$ cat config.mk
export PLATFORM = sky130hd
export DESIGN_NAME = rmir_or_tree
export DESIGN_NICKNAME = d
export VERILOG_FILES = /design/src/hw/rtl/rmir_pkg.sv /design/src/hw/rtl/rmir_or_tree.sv
export SDC_FILE = /design/constraint.sdc
export NUM_CORES = 1
export LEC_CHECK = 0
export BUFFER_PORTS_ARGS = -buffer_cell sky130_fd_sc_hd__clkbuf_2
export CORE_UTILIZATION = 26
export DETAILED_ROUTE_END_ITERATION = 8
export GPL_ROUTABILITY_DRIVEN = 0
export SYNTH_ARGS = -nofsm -noshare
export SYNTH_HDL_FRONTEND = slang
export SYNTH_SLANG_ARGS = --single-unit
$ cat constraint.sdc
create_clock -name clk -period 0.8 [get_ports clk]
set_clock_uncertainty 0.2 [all_clocks]
set_input_delay 0.04 -clock clk [delete_from_list [all_inputs] [get_ports clk]]
set_output_delay 0.04 -clock clk [all_outputs]
set_load 0.1 [all_outputs]
$ cat src/hw/rtl/rmir_pkg.sv
`timescale 1ns / 1ps
`default_nettype none
package rmir_pkg;

  localparam int VALUE_W         = 32;
  localparam int MEDIAN_W        = 33;
  localparam int STATUS_W        = 2;
  localparam int STORE_DEPTH_DEF = 1024;

  // operation codes carried in tuser
  localparam logic OP_ADD    = 1'b0;
  localparam logic OP_REMOVE = 1'b1;

  // result status codes
  localparam logic [STATUS_W-1:0] STATUS_OK    = 2'd0;
  localparam logic [STATUS_W-1:0] STATUS_WRONG = 2'd1;
  localparam logic [STATUS_W-1:0] STATUS_FULL  = 2'd2;

  typedef logic signed [VALUE_W-1:0] value_t;

  // broadcast from the controller to every cell
  typedef struct packed {
    logic   update;
    logic   remove;
    value_t value;
  } cell_ctrl_t;

  // one node of the reduction tree: match flag and the two middle keys
  typedef struct packed {
    logic   found;
    value_t lo;
    value_t hi;
  } node_t;

endpackage
`default_nettype wire

$ cat src/hw/rtl/rmir_or_tree.sv
`timescale 1ns / 1ps
`default_nettype none
module rmir_or_tree #(
  parameter int N = 2
) (
  input  logic            clk,
  input  rmir_pkg::node_t leaf [N],
  output rmir_pkg::node_t root
);

  localparam int LEVELS = $clog2(N);
  localparam int P      = 1 << LEVELS;

  rmir_pkg::node_t pad  [P];
  rmir_pkg::node_t node [1:P-1];

  for (genvar i = 0; i < P; i++) begin : g_leaf
    if (i < N) begin : g_used
      assign pad[i] = leaf[i];
    end else begin : g_pad
      assign pad[i] = '0;
    end
  end

  // one register per node
  for (genvar k = 1; k < P; k++) begin : g_node
    if (2 * k >= P) begin : g_bottom
      always_ff @(posedge clk) begin
        node[k] <= pad[2*k-P] | pad[2*k+1-P];
      end
    end else begin : g_inner
      always_ff @(posedge clk) begin
        node[k] <= node[2*k] | node[2*k+1];
      end
    end
  end

  assign root = node[1];

endmodule
`default_nettype wire

==> flow_summary_export.csv <==
group,metric,value,unit
outcome,violations,"hold timing, setup timing",
sta,fmax,906,MHz
flow_run,maxCapViolCount,0,
cells_and_area,nets,467,
power_and_ir_drop,cellPowerDensity,2010,nW/um^2
power_and_ir_drop,power,0.00841,W
drt,drt_iter0_drc,11,
sta,finalSetupViolations,65,
sta,postLayoutSetupSlackWorst,-0.304,ns
sta,maxSlewViolCount,0,
power_and_ir_drop,ir_drop,1.20,mV
drt,drtPass1Iterations,6,
sta,fin_tns_setup,-18.16,ns
clock_tree,clkTransAtPathRegs,0.07,ns
yosys,yosysUniqueCellTypes,2,
sta,rsz0062_at_grt,"true",
clock_tree,numCtsBuffers,9,
power_and_ir_drop,p_leak,1.95,nW
sta,tightest_slew,0.102,ns
global_routing,overflow,0,
worst_setup_path,slowest_stage,"dfxtp_4",
yosys,synthesis.area,1710,sq um
clock_tree,ctsRootBufferMaster,"clkbuf_8",
drt,vias_per_cell,3.83,
cells_and_area,reg_top3,"node (65)",
worst_setup_path,worstPathCellList,"buf_12",
place,io_buffers,195,
clock_tree,cts_sinks,65,
floorplanning,chipHeight,83.1,um
floorplanning,die_w,83.1,um
cells_and_area,regArea,1540,sq um
place,placed_cells,402,
floorplanning,rows,29,
cells_and_area,final_cell_area,4180,sq um
clock_tree,cts_setup_buffers,0,
cells_and_area,regMostFlops,"node",
sta,slew_headroom,0.932,
drt,num_vias,1598,
worst_setup_path,path_max_fanout,1,
cells_and_area,num_antenna_cells,0,
sta,layout_min_cycle_time,1.10,ns
global_routing,antenna_found_initial,0,
global_routing,track_usage,0.148,
floorplanning,io_pins,196,
worst_setup_path,worst-path-stages,1,
worst_setup_path,crit_type,"reg2out",
floorplanning,start_util,0.269,
clock_tree,clockBufferDepth,2,
yosys,synth_seq_cells,65,
cells_and_area,fillers,468,
place,placed_area,4000,sq um
cells_and_area,layoutNonFillerInstCount,417,
outcome,status,"complete, but fails checks",
yosys,avgSynthCellArea,13.1,sq um
global_routing,grt_pass1_vias,1651,
cells_and_area,area_delta_synth_final,145,%
drt,drcViolationCount,0,
sta,hold_viol_final,65,
worst_setup_path,cp-end-kind,"output port",
clock_tree,cts_tree,"built",
sta,fin_crit_sh,1.38,
drt,drt_wl_total,4610,um
drt,wl_per_cell,11.1,um
yosys,ys_seq_area_frac,0.762,
worst_setup_path,cp_data_arrival_time,0.86,ns
global_routing,grt_max_degree,12,
worst_setup_path,crit_end,"root[61]",
worst_setup_path,cp.required,0.56,ns
cells_and_area,largest_reg_flops,65,
global_routing,grt_pass1_wl,7510,um
sta,hold_ws,-0.317,ns
worst_setup_path,cp_slowest_stage_delay,0.37,ns
floorplanning,dieArea,6900,sq um
worst_setup_path,setup.worst_path.start,"node[1][61]$_DFF_P_",
cells_and_area,drive_gt1_frac,0.803,
cells_and_area,multi_input_area,407,sq um
place,dp_hpwl,4260,um
clock_tree,h-tree-depth,3,
worst_setup_path,critPathBufInv,1,
worst_setup_path,worst_setup_path_start_kind,"register",
yosys,yosysWarnings,0,
worst_setup_path,crit_family,"flip-flops",
min_path,min_path_type,"in2reg",
drt,ant_nets,0,
yosys,synth_nets,261,
yosys,synthCells,130,
floorplanning,core_region_area,6350,sq um
[what timing repair did]
action,4_1_cts,5_1_grt
gates resized for setup,0,0
endpoints found under the setup margin,65,65
pin swaps,0,0
endpoints found under the hold margin,65,65
[cell type report]
class / instances / area share
Sequential cell: 65 / 0.369
Timing Repair Buffer: 195 / 0.467
Multi-Input combinational cell: 65 / 0.0972
Tap cell: 77 / 0.0230
Clock inverter: 5 / 0.0138
Clock buffer: 10 / 0.0305
[metal layers]
layer	GRT usage	part of all wire
met2	0.299	0.61
met4	0.0752	0.020
met1	0.129	0.29
met5	0	0
met3	0.0427	0.077
[through the flow]
| step | util | hold WS (ns) | setup slack [ns] |
|---|---|---|---|
| finish | 0.659 | -0.317 | -0.304 |
| global route | 0.659 | -0.340 | -0.349 |
| CTS | 0.659 | -0.336 | -0.325 |
| detailed placement | 0.630 | 0.0183 | 0.0402 |
| global placement | 0.630 | 0.0167 | 0.0465 |
| floorplan | - | -0.0636 | -0.0658 |
[power by group]
part           switching, W  leakage, nW  internal, W
Combinational       0.00145         1.31     0.000947
Sequential         0.000138        0.550      0.00332
Clock               0.00114       0.0860      0.00142
[synth_stat cells]
cell	count	area share
dfxtp_1	65	0.76
or2_1	65	0.24
[layout by cell type (no fill, tap or decap), drive strengths merged]
cell type / Yosys / routed
clkbuf: 0 / 140
or2: 65 / 65
buf: 0 / 65
dfxtp: 65 / 65
clkinvlp: 0 / 2
clkinv: 0 / 2
bufinv: 0 / 1
[worst min-delay path by stage]
stage	slack, ns	startpoint	to	cells past startpoint
2_1_floorplan	-0.06	leaf[75]	node[1][10]$_DFF_P_	1
5_1_grt	-0.34	leaf[128]	node[1][63]$_DFF_P_	2
3_5_place_dp	0.02	leaf[119]	node[1][54]$_DFF_P_	2
6_report	-0.32	leaf[72]	node[1][7]$_DFF_P_	2
4_1_cts	-0.34	leaf[119]	node[1][54]$_DFF_P_	2
3_3_place_gp	0.02	leaf[128]	node[1][63]$_DFF_P_	2
[kinds of logic after synthesis]
kind of cell     share of synthesized area
DFF                                  0.762
and+or+nand+nor                      0.238
Power figures use the tool's default switching activity.
