File: config.mk
export PLATFORM = sky130hd
export DESIGN_NAME = rmir_cell
export DESIGN_NICKNAME = d
export VERILOG_FILES = /design/src/hw/rtl/rmir_pkg.sv /design/src/hw/rtl/rmir_cell.sv
export SDC_FILE = /design/constraint.sdc
export NUM_CORES = 1
export LEC_CHECK = 0
export ABC_AREA = 1
export BUFFER_PORTS_ARGS = -buffer_cell sky130_fd_sc_hd__buf_2
export CORE_MARGIN = 2
export CORE_UTILIZATION = 32
export DETAILED_ROUTE_END_ITERATION = 10
export GPL_TIMING_DRIVEN = 0
export PLACE_DENSITY = 0.73
export SLEW_MARGIN = 20
export SYNTH_ARGS = -nofsm -noshare
export SYNTH_HDL_FRONTEND = slang
export SYNTH_SLANG_ARGS = --single-unit
File: constraint.sdc
create_clock -name clk -period 4 [get_ports clk]
set_clock_uncertainty 0.15 [all_clocks]
set_input_delay 0.6 -clock clk [delete_from_list [all_inputs] [get_ports clk]]
set_output_delay 0.6 -clock clk [all_outputs]
set_load 0.05 [all_outputs]
File: src/hw/rtl/rmir_pkg.sv
`timescale 1ns / 1ps
`default_nettype none
package rmir_pkg;

  localparam int VALUE_W         = 32;
  localparam int MEDIAN_W        = 33;
  localparam int STATUS_W        = 2;
  localparam int STORE_DEPTH_DEF = 1024;

  // operation codes carried in tuser
  localparam logic OP_ADD    = 1'b0;
  localparam logic OP_REMOVE = 1'b1;

  // result status codes
  localparam logic [STATUS_W-1:0] STATUS_OK    = 2'd0;
  localparam logic [STATUS_W-1:0] STATUS_WRONG = 2'd1;
  localparam logic [STATUS_W-1:0] STATUS_FULL  = 2'd2;

  typedef logic signed [VALUE_W-1:0] value_t;

  // broadcast from the controller to every cell
  typedef struct packed {
    logic   update;
    logic   remove;
    value_t value;
  } cell_ctrl_t;

  // one node of the reduction tree: match flag and the two middle keys
  typedef struct packed {
    logic   found;
    value_t lo;
    value_t hi;
  } node_t;

endpackage
`default_nettype wire

File: src/hw/rtl/rmir_cell.sv
`timescale 1ns / 1ps
`default_nettype none
module rmir_cell #(
  parameter int IW    = 10,
  parameter int CW    = 11,
  parameter int INDEX = 0
) (
  input  logic                 clk,
  input  rmir_pkg::cell_ctrl_t ctrl,
  input  logic [CW-1:0]        count,
  input  logic [IW-1:0]        mid_lo,
  input  logic [IW-1:0]        mid_hi,
  input  rmir_pkg::value_t     left_key,
  input  logic                 left_le,
  input  rmir_pkg::value_t     right_key,
  output rmir_pkg::value_t     key,
  output logic                 le,
  output rmir_pkg::node_t      leaf
);

  localparam logic [CW-1:0] IDX_C = CW'(INDEX);
  localparam logic [IW-1:0] IDX_I = IW'(INDEX);

  logic occ;
  logic ge;
  logic in_range;

  assign occ      = IDX_C < count;
  assign in_range = IDX_C <= count;
  assign le       = occ && (key <= ctrl.value);
  assign ge       = occ && (key >= ctrl.value);

  assign leaf.found = occ && (key == ctrl.value);
  assign leaf.lo    = (IDX_I == mid_lo) ? key : '0;
  assign leaf.hi    = (IDX_I == mid_hi) ? key : '0;

  // insert: cells above the new value move up one place
  // remove: cells from the match on take their right neighbor
  always_ff @(posedge clk) begin
    if (ctrl.update) begin
      if (ctrl.remove) begin
        if (ge) begin
          key <= right_key;
        end
      end else if (in_range && !le) begin
        key <= left_le ? ctrl.value : left_key;
      end
    end
  end

endmodule
`default_nettype wire

==> summary.md <==
| Metric | Value |
|---|---|
| Status | `finished clean` |
| Worst slew pin tran | `0.5959 ns` |
| FF-to-FF path depth | `12` |
| Final Slew Violations | `0` |
| Worst Path Class, Setup | `reg2out` |
| Psw | `488.7 µW` |
| Post-CTS setup buffers | `0` |
| Layout Area Growth over Synthesis | `47.44%` |
| Share of cells above drive strength 1 | `0.3612` |
| Ys Warns | `0` |
| Worst-path cell chain | `ha_1 > a21oi_1 > o21a_1 > nand2_1 > a21oi_1 > nand3_1 > nand3_1 > nand2_1 > inv_1 > buf_2` |
| Dpl hpwl | `8891 µm` |
| Vias | `3723` |
| Synth Cell Area | `0.002978 mm²` |
| Setup crit start | `key[31]` |
| Drt first pass iters | `5` |
| Slew Limit Headroom | `0.6027` |
| Unrepaired setup endpoints after global routing | `no` |
| Leakage power | `0.002599 µW` |
| Max VDD drop | `140.7 µV` |
| FMAX | `0.3356 GHz` |
| Syn_area_per_cell | `6.677 µm²` |
| Crit path max-delay cell type | `edfxtp_1` |
| Worst hold path class | `in2reg` |
| Std-Cell Rows | `35` |
| Post-Syn Instances | `446` |
| Crit path max fanout | `4` |
| CTS clock-pin slew for the worst setup and hold paths | `0.08 ns` |
| Starting Density | `0.3254` |
| Syn_nets | `609` |
| TNS Setup | `0 ns` |
| Core ar. | `0.009153 mm²` |
| WP data required | `3.25 ns` |
| Clk network pwr share | `0.254` |
| Fin crit share | `0.7449` |
| Critical path launch point type | `register` |
| Crit path capture type | `output pin` |
| CTS Hold Bufs | `0` |
| Vias in the first global route | `3459` |
| Avg Vias per Cell | `4.701` |
| Number of diodes | `0` |
| Clk sinks | `32` |
| Die area | `0.01009 mm²` |
| Non-Filler Instances | `792` |
| Post-route cell area | `0.004390 mm²` |
| Initial antenna violation count | `0` |
| Worst r2r dst | `key[14]` |
| TritonCTS Buffers | `5` |
| Setup Viol. Count Final | `0` |
| End point of the critical path | `le` |
| Final core occ | `0.4797` |
| Largest net degree at the start of global routing | `18` |
| Sequential area share after synthesis | `0.3227` |
| Drt first-iter violations | `161` |
| Grt ovf | `0` |
| Root Driver | `clkbuf_8` |
| Top Registers | `key x32` |
| CTS tree | `done` |
| DRT Wirelength | `10650 µm` |
| Chip Width | `100.5 µm` |
| Max reg flops | `32` |
| Global-route wire length before repair | `15970 µm` |
| Crit path DAT | `2.23 ns` |
| Port-buffer cells | `226` |
| H-tree depth | `2` |
| PostCTS Resize Cnt | `0` |
| Min cycle time layout | `2.979 ns` |
| Routed wire per std cell | `13.44 µm` |
| Switching Share | `0.3903` |
| FF-to-FF Start | `key[31]` |
| R2R setup slack | `1.14 ns` |
| Residual DRC | `0` |
| Fillers | `952` |
| Global Route Usage Sum | `0.2008` |
| Layout Nets | `843` |
| Setup WS pre-CTS | `0.8239 ns` |
| Top reg by flops | `key` |
| DRT antenna net count | `0` |
| Clock Path Buffers | `2` |
| Final setup margin | `1.021 ns` |
| # Max-Cap Violations | `0` |
| Worst-Skew Late Latency | `0.29 ns` |
| I/O Pins | `229` |
| Pwr/cell area | `285.2 mW/mm²` |
| Total placed cells including tap cells | `784` |
| Cell Int Power | `763.5 µW` |
| Final hold vios | `0` |
| Gate power share | `0.386` |
| Die Height | `100.5 µm` |
| Power share of the sequential group | `0.360` |
| DP Area | `0.004283 mm²` |
| GP Congestion | `0.8201` |
| Post-synth cell types | `22` |
| Yosys reg bits | `32` |
| CP peak stage delay | `0.45 ns` |
-- cell usage after synthesis (all sizes together) --
library cell,instances,area (µm²)
nand2,101,384.1
inv,75,281.5
o21ai,60,300.3
edfxtp,32,960.9
ha,32,400.4
nor2,83,326.6
nand4,1,6.260
nand3,11,67.57
o21a,2,15.01
a21o,1,7.510
and3,1,6.260
clkbuf,20,78.83
a21oi,20,100.1
nor4,6,37.54
nor3,1,5.000
-- worst min-delay path by stage --
| stage | startpoint | end | slack, ns | cells past startpoint |
|---|---|---|---|---|
| floorplan | right_key[29] | key[29] | 0.64 | 2 |
| global placement | right_key[17] | key[17] | 0.73 | 3 |
| detailed placement | right_key[24] | key[24] | 0.74 | 3 |
| CTS | right_key[10] | key[10] | 0.44 | 3 |
| global route | right_key[24] | key[24] | 0.44 | 3 |
| finish | right_key[24] | key[24] | 0.44 | 3 |
-- kinds of logic (layout without fill, tap and decap cells) --
logic type | Yosys count | count (layout) | synth area share
flops | 32 | 32 | 0.3227
buf+inv | 95 | 330 | 0.1210
compound gates | 83 | 83 | 0.1420
fa+ha+maj | 32 | 32 | 0.1345
simple gates | 204 | 204 | 0.2798
-- metrics by stage --
step	hold slack, ns	power [µW]
detailed placement	0.7360	944.4
floorplan	0.6371	770.3
global placement	0.7292	918.9
global route	0.4427	1331
finish	0.4442	1252
CTS	0.4371	1261
-- power groups by stage --
stage / clock, µW / combinational (µW) / sequential [µW]
5_1_grt: 339 / 535 / 456
6_report: 318 / 483 / 451
4_1_cts: 322 / 487 / 452
3_5_place_dp: 0 / 485 / 459
2_1_floorplan: 0 / 196 / 575
3_3_place_gp: 0 / 460 / 459
-- routing by layer --
metal / vias to the layer above / track usage / share of wire
li1: 1891 / - / -
met1: 1662 / 0.2433 / 0.42
met2: 160 / 0.3784 / 0.51
met3: 10 / 0.02774 / 0.061
met4: 0 / 0.03899 / 0.0089
met5: - / 0 / 0
-- critical path, delay by kind of cell (launching register included) --
family,cells,cell delay (ns)
AOI/OAI and AO/OA,3,0.48
adders and majority gates,1,0.36
buffers and inverters,2,0.30
DFF,1,0.45
and+or+nand+nor,4,0.35
-- final cells by class --
| cell class | count | area [µm²] | area share |
|---|---|---|---|
| multi-input cells | 319 | 1664 | 0.3790 |
| repair buffers | 227 | 1159 | 0.2639 |
| flip-flops and latches | 32 | 960.9 | 0.2189 |
| clock buffers | 6 | 72.57 | 0.01653 |
| plain buffers | 20 | 78.83 | 0.01795 |
| inverters | 75 | 281.5 | 0.06412 |
| well taps | 111 | 138.9 | 0.03163 |
| clock inverters | 2 | 35.03 | 0.007979 |
-- placed cells by master (no fill, tap or decap) --
cell	instances
nor2_1	78
bufinv_16	1
nand3_4	1
inv_1	72
o21ai_0	58
nor2_2	3
ha_1	32
o21ai_1	2
inv_2	3
buf_16	1
a21oi_1	20
nand3_1	10
nor2_4	2
nand2_2	2
clkbuf_4	1
and3_1	1
nor3_1	1
clkinv_2	1
edfxtp_1	32
o21a_1	2
clkbuf_1	20
nor4_1	6
clkbuf_8	5
nand2_1	99
nand4_1	1
buf_2	226
a21o_1	1
No activity file was read; power rests on OpenSTA's default activity.
